$ cat src/rtl/osrw_pkg.sv
// Shared types and constants of the sample ring window.
package osrw_pkg;

  localparam int IDX_W    = 48;
  localparam int SAMPLE_W = 16;
  localparam int CNT_W    = 7;
  localparam int FUNC_W   = 2;

  typedef enum logic [FUNC_W-1:0] {
    FN_PUSH   = 2'd0,
    FN_WINDOW = 2'd1,
    FN_TAIL   = 2'd2,
    FN_SNAP   = 2'd3
  } func_t;

  // request to the shared index adder
  typedef struct packed {
    logic             sub;
    logic [IDX_W-1:0] a;
    logic [IDX_W-1:0] b;
  } alu_req_t;

  // carry is the borrow on a subtract
  typedef struct packed {
    logic [IDX_W-1:0] res;
    logic             carry;
  } alu_rsp_t;

endpackage

$ cat src/rtl/osrw_alu.sv
// Shared 48-bit index adder/subtractor used by the read sequencer.
module osrw_alu (
  input  osrw_pkg::alu_req_t req,
  output osrw_pkg::alu_rsp_t rsp
);

  logic [osrw_pkg::IDX_W:0] sum;

  always_comb begin
    if (req.sub) begin
      sum = {1'b0, req.a} - {1'b0, req.b};
    end else begin
      sum = {1'b0, req.a} + {1'b0, req.b};
    end
  end

  assign rsp.res   = sum[osrw_pkg::IDX_W-1:0];
  assign rsp.carry = sum[osrw_pkg::IDX_W];

endmodule

$ cat config.mk
export PLATFORM = sky130hd
export DESIGN_NAME = osrw_alu
export DESIGN_NICKNAME = d
export VERILOG_FILES = /design/src/rtl/osrw_pkg.sv /design/src/rtl/osrw_alu.sv
export SDC_FILE = /design/constraint.sdc
export NUM_CORES = 1
export LEC_CHECK = 0
export ABC_AREA = 0
export BUFFER_PORTS_ARGS = -buffer_cell sky130_fd_sc_hd__buf_2
export CAP_MARGIN = 40
export CORE_UTILIZATION = 48
export DETAILED_ROUTE_END_ITERATION = 16
export MAX_ROUTING_LAYER = met4
export PLACE_DENSITY = 0.88
export SLEW_MARGIN = 20
export SYNTH_ARGS = -nofsm -noshare
export SYNTH_HDL_FRONTEND = slang
export SYNTH_SLANG_ARGS = --single-unit
$ cat constraint.sdc
create_clock -name vclk -period 3.9
set_clock_uncertainty 0.15 [all_clocks]
set_input_delay 0.195 -clock vclk [all_inputs]
set_output_delay 0.195 -clock vclk [all_outputs]
set_load 0.01 [all_outputs]
==> results of run 1 <==
## per-stage QoR
step / std cells / setup WS [ns] / area (sq um) / utilization (%) / setup TNS (ns)
floorplan: 614 / -0.339 / 4200 / - / -1.82
global placement: 1029 / -0.742 / 6380 / 78.0 / -9.44
detailed placement: 1029 / -1.01 / 6380 / 78.0 / -14.17
CTS: 1056 / -0.495 / 6990 / 85.6 / -8.71
## cell usage after synthesis (4+ instances only)
library cell / n / area share, %
nand4_1: 15 / 2.3
o21bai_1: 12 / 2.2
o21a_1: 4 / 0.74
and3_1: 7 / 1.1
a21oi_1: 82 / 10
and2_1: 4 / 0.62
a31oi_1: 18 / 2.8
nand2b_1: 4 / 0.62
nor4_1: 8 / 1.2
nor2_1: 69 / 6.4
o21ai_0: 30 / 3.7
clkbuf_1: 22 / 2.0
xnor2_1: 69 / 15
ha_1: 49 / 15
nor3_1: 24 / 3.0
inv_1: 22 / 2.0
nand3_1: 12 / 1.5
a21o_1: 21 / 3.9
nor2b_1: 4 / 0.62
nand2_1: 46 / 4.3
xor2_1: 18 / 3.9
## repair_timing
action / CTS
pin swaps: 74
setup endpoints to repair: 25
gates resized for setup: 92
buffers inserted: 28
## layer usage
layer	track usage, %	GRT overflow
met5	-	-
met2	97.5	35
met3	65.0	6
met1	80.3	0
met4	85.8	38
## kinds of logic after synthesis
kind of cell	count (synthesis)	share of synthesized area, %
buf+inv	50	4.73
fa+ha+maj	50	15.7
compound gates	205	32.5
mux	2	0.495
simple gates	220	27.8
xor+xnor	87	18.8
==> flow_metrics.tcl, run 1 <==
set metrics [dict create \
    synth.distinct_cells 66 \
    grt_start_max_net_pins 30 \
    first-error "[ERROR GRT-0232] Routing congestion too high. Check the congestion heatmap in the GUI." \
    die_width_um 93.8 \
    syn-instance-count 614 \
    avgSynthCellArea_sq_um 6.59 \
    fp.dieH_um 93.8 \
    worst-ep-kind "output port" \
    num_rows 33 \
    ys.warnings.count 0 \
    status "aborted with a tool error" \
    initial_core_util_pct 49.5 \
    portBuffers 146 \
    stop_stage "global routing" \
    ys_seq_area_share_pct 0 \
    ioPinCount 146 \
    groute.usage.overall_pct 82.7 \
    synth_nets 761 \
    dp_hpwl_mm 15.4 \
    hold_buffers 0 \
    netlist_area_sq_mm 0.00405 \
    worst_endpoint "rsp[43]" \
    grt_overflow 79 \
    gp_congestion 1.12 \
]
==> run 2, diff against run 1 <==
- CORE_UTILIZATION: 48 -> 40
- MAX_ROUTING_LAYER: met4 -> default
- PLACE_DENSITY: 0.88 -> default
- PLACE_DENSITY_LB_ADDON: default -> 0.15
- clock period: 3.9 -> 5.1 ns (I/O delays scaled with it)
==> flow_metrics.tcl, run 2 <==
set metrics [dict create \
    synth_nets 761 \
    end_kind "output pin" \
    cap_violations 0 \
    status "complete, no violations" \
    yosys.area.top_type_share_pct 15.2 \
    ys.warnings.count 0 \
    grt_start_max_net_pins 33 \
    top_usage_layer "met2" \
    ys_seq_area_share_pct 0 \
    synth_top_cell_by_area "ha_1" \
    finalCriticalPeriod_ns 4.86 \
    drtPass1Iterations 5 \
    netlist_area_sq_mm 0.00405 \
    tightest_slew_ns 0.733 \
    drv_slew 0 \
    grt_pass1_vias 4573 \
    use_met2_pct 41.3 \
    powerDensity_mw_per_mm2 187 \
    final_core_util_pct 51.3 \
    die_width_um 103 \
    finalSetupTns_ns 0 \
    crit_path_start_kind "input port" \
    max_stage_delay_ns 0.54 \
    critPathMaxFanout 8 \
    regArea_sq_um 0 \
    portBuffers 146 \
    syn-instance-count 614 \
    via_count 5012 \
    antenna_found_initial 0 \
    wire_per_inst_um 15.3 \
    cp_slowest_cell "or4_4" \
    drc 0 \
    slew_headroom_pct 50.7 \
    rsz0062_at_grt "true" \
    n_antenna_cell 0 \
    power.leakage_uw 0.00230 \
    critPathBufInv 3 \
    grt_overflow 0 \
    vias_per_cell 5.68 \
    coreArea_sq_mm 0.00977 \
    use_met1_pct 35.7 \
    crit_family "simple AND/OR/NAND/NOR gates" \
    final_common_cell "buf_2" \
    hold_class "input port to output pin" \
    critical_path_class "input port to output pin" \
    fp.dieH_um 103 \
    grt_pass1_wl_mm 21.3 \
    met3_usage_pct 2.31 \
    peakVddDrop_v 0.0000913 \
    fmax_mhz 206 \
    crit_chain "buf_2 -> or4_4 -> or3_4 -> nor3_2 -> and2_2 -> nand3_2 -> nor2_4 -> buf_4 -> a21oi_1 -> xnor2_1 -> ha_1 -> and3_1 -> and3_2 -> nand2_1 -> or3_1 -> nand4_1 -> or3b_1 -> buf_2" \
    initial_core_util_pct 41.4 \
    num_rows 36 \
    period_share_pct 95.2 \
    dp_slack_ns 0.184 \
    die_area_sq_mm 0.0105 \
    hold_buffers 0 \
    groute.usage.overall_pct 25.0 \
    synth.most_common_cell "a21oi_1" \
    fillers 1061 \
    nFlopsAndLatches 0 \
    ant_nets 0 \
    clockBufferCount 0 \
    syn2layout_area_growth_pct 23.8 \
    synth_commonest_cells "a21oi_1, nor2_1, xnor2_1" \
    dp_hpwl_mm 11.6 \
    yosys-top-cells-area "ha_1, xnor2_1, a21oi_1" \
    drive_gt1_share_pct 26.1 \
    timing.hold.ws_ns 0.757 \
    crit_required_ns 4.70 \
    setup_ws_ns 0.243 \
    cp_common_cell "buf_2" \
    final_cell_mix "buf_2, a21oi_1, nor2_1, xnor2_1, ha_1" \
    finalHoldViolCount 0 \
    final_nets 899 \
    finalSetupViolCount 0 \
    drt_iter0_drc 251 \
    gp_congestion 0.995 \
    crit_arrival_ns 4.45 \
    ioPinCount 146 \
    synth.distinct_cells 66 \
    routed_wl_mm 13.5 \
    avgSynthCellArea_sq_um 6.59 \
]
## run 2: cell counts after synthesis
No cell type changed its count.
## run 2: area by class of cell
| class | instances | area, sq um | share of cell area [%] |
|---|---|---|---|
| timing repair buffer | 164 | 866 | 17.3 |
| multi-input combinational | 564 | 3890 | 77.7 |
| inverter | 22 | 82.6 | 1.65 |
| tap | 133 | 166 | 3.32 |
## run 2: power breakdown
group | internal [uW] | switching [uW] | total, uW
clock | 0 | 0 | 0
combinational | 397 | 539 | 936
sequential | 0 | 0 | 0
total | 397 | 539 | 936
## run 2: final timing paths
check  depth (start not counted)       to    start  slack (ns)
max                           18  rsp[47]  req[10]        0.24
min                            4   rsp[1]   req[0]        0.76
## run 2: tightest hold or removal path, delay by kind of cell
kind	cells	cell delay (ns)
adders and majority gates	1	0.13
buffers and inverters	3	0.26
## run 2: logic make-up after synthesis
logic type / Yosys count / synth area share [%]
fa+ha+maj: 50 / 15.7
mux: 2 / 0.495
xor+xnor: 87 / 18.8
buf+inv: 50 / 4.73
simple gates: 220 / 27.8
compound gates: 205 / 32.5
## run 2: timing repair
item                                   CTS  global route
setup endpoints to repair                0             5
setup buffers                            0             3
resized for setup                        0            11
endpoints found under the hold margin    0             0
## run 2: routing by layer
layer  share of wire, %  vias up
li1                   -     2530
met1                 48     2277
met2                 44      188
met3                6.8       17
met4                1.6        0
met5                  0        -
## run 2: metrics by stage
stage	instances	total power (uW)	area [sq um]
2_1_floorplan	614	617	4050
3_3_place_gp	880	914	4950
3_5_place_dp	880	920	4950
4_1_cts	880	925	4950
5_1_grt	883	1040	5010
6_report	883	936	5010
Note: power is estimated with default switching activity, not from simulation.
==> run 3, diff against run 2 <==
- CORE_UTILIZATION: 40 -> 53
- SETUP_SLACK_MARGIN: default -> 0.5
==> flow_metrics.tcl, run 3 (synthesis results as in run 2) <==
set metrics [dict create \
    status "complete, no violations" \
    max_stage_delay_ns 0.52 \
    routed_wl_mm 15.1 \
    critPathMaxFanout 7 \
    fp.dieH_um 89.4 \
    groute.usage.overall_pct 34.0 \
    initial_core_util_pct 55.2 \
    drtPass1Iterations 5 \
    nFlopsAndLatches 0 \
    wire_per_inst_um 17.1 \
    routed.top_layer "met4" \
    finalSetupViolCount 0 \
    fillers 528 \
    finalSetupTns_ns 0 \
    drive_gt1_share_pct 38.3 \
    powerDensity_mw_per_mm2 192 \
    portBuffers 146 \
    drc 0 \
    place_inst 841 \
    ioPinCount 146 \
    hold_class "input port to output pin" \
    clockBufferCount 0 \
    wl_met2_mm 6.87 \
    fmax_mhz 214 \
    period_share_pct 91.6 \
    gp_congestion 1.00 \
    final_cell_mix "buf_2, a21oi_1, xnor2_1" \
    cap_violations 0 \
    final_cells 886 \
    rsz0062_at_grt "true" \
    dp_hpwl_mm 11.3 \
    coreArea_sq_mm 0.00733 \
    grt_pass1_vias 4732 \
    num_rows 31 \
    drv_slew 0 \
    crit_path_start_kind "input port" \
    via_count 5553 \
    finalCriticalPeriod_ns 4.67 \
    ant_nets 0 \
    end_kind "output pin" \
    crit_family "simple AND/OR/NAND/NOR gates" \
    slew_headroom_pct 55.6 \
    final_nets 935 \
    antenna_found_initial 0 \
    regArea_sq_um 0 \
    tightest_slew_ns 0.650 \
    crit_chain "buf_2 -> nor3_1 -> nand2_1 -> nor3_1 -> and2_4 -> a21oi_1 -> xnor2_1 -> ha_1 -> nand2_1 -> nor2_4 -> o21ai_2 -> a211oi_4 -> o21ai_4 -> a211oi_4 -> nor4_1 -> a2111oi_1 -> buf_2" \
    cp_slowest_cell "nor3_1" \
    crit_required_ns 4.70 \
    critical_path_class "input port to output pin" \
    power.leakage_uw 0.00258 \
    grt_start_max_net_pins 26 \
    grt_pass1_wl_mm 21.6 \
    die_width_um 89.4 \
    crit_arrival_ns 4.27 \
    finalHoldViolCount 0 \
    critPathBufInv 2 \
    drt_iter0_drc 374 \
    hold_buffers 0 \
    grt_overflow 0 \
    final_common_cell "buf_2" \
    dr_wl_met3_mm 1.42 \
    setup_ws_ns 0.428 \
    dp_slack_ns 0.207 \
    vias_per_cell 6.27 \
    drt-met1-wl_mm 6.19 \
    die_area_sq_mm 0.00799 \
    peakVddDrop_v 0.000126 \
    syn2layout_area_growth_pct 41.7 \
]
## run 3: worst paths after layout
path	to	slack [ns]	depth (start not counted)	start
worst max-delay path	rsp[40]	0.43	17	req[15]
worst min-delay path	rsp[1]	0.77	5	req[48]
## run 3: cell type report
type | count | area [sq um] | area share [%]
diodes | 1 | 2.50 | 0.0437
multi-input cells | 564 | 4350 | 75.9
repair buffers | 200 | 1170 | 20.5
well taps | 99 | 124 | 2.16
inverters | 22 | 82.6 | 1.44
## run 3: through the flow
| step | utilization (%) | total power (uW) | hold slack, ns | cell area (sq um) |
|---|---|---|---|---|
| floorplan | - | 617 | 0.518 | 4050 |
| global placement | 66.4 | 907 | 0.763 | 4870 |
| detailed placement | 66.4 | 913 | 0.776 | 4870 |
| CTS | 71.8 | 978 | 0.779 | 5270 |
| global route | 78.2 | 1190 | 0.796 | 5730 |
| finish | 78.2 | 1100 | 0.771 | 5730 |
## run 3: where the power goes
group	switching, uW	internal [uW]	leakage [uW]	total (uW)
Clock	0	0.0000262	0.00000000634	0.0000262
Sequential	0	0	0	0
Combinational	622	479	0.00258	1100
Total	622	479	0.00258	1100
## run 3: routing by layer
metal / up-vias / track usage, %
li1: 2610 / -
met1: 2510 / 45.4
met5: - / 0
met2: 358 / 57.9
met3: 75 / 3.05
met4: 0 / 10.1
## run 3: repair_timing
action / in CTS / in global routing
pin swaps: 35 / 55
buffers inserted: 25 / 19
endpoints found under the setup margin: 14 / 18
resized for setup: 54 / 76
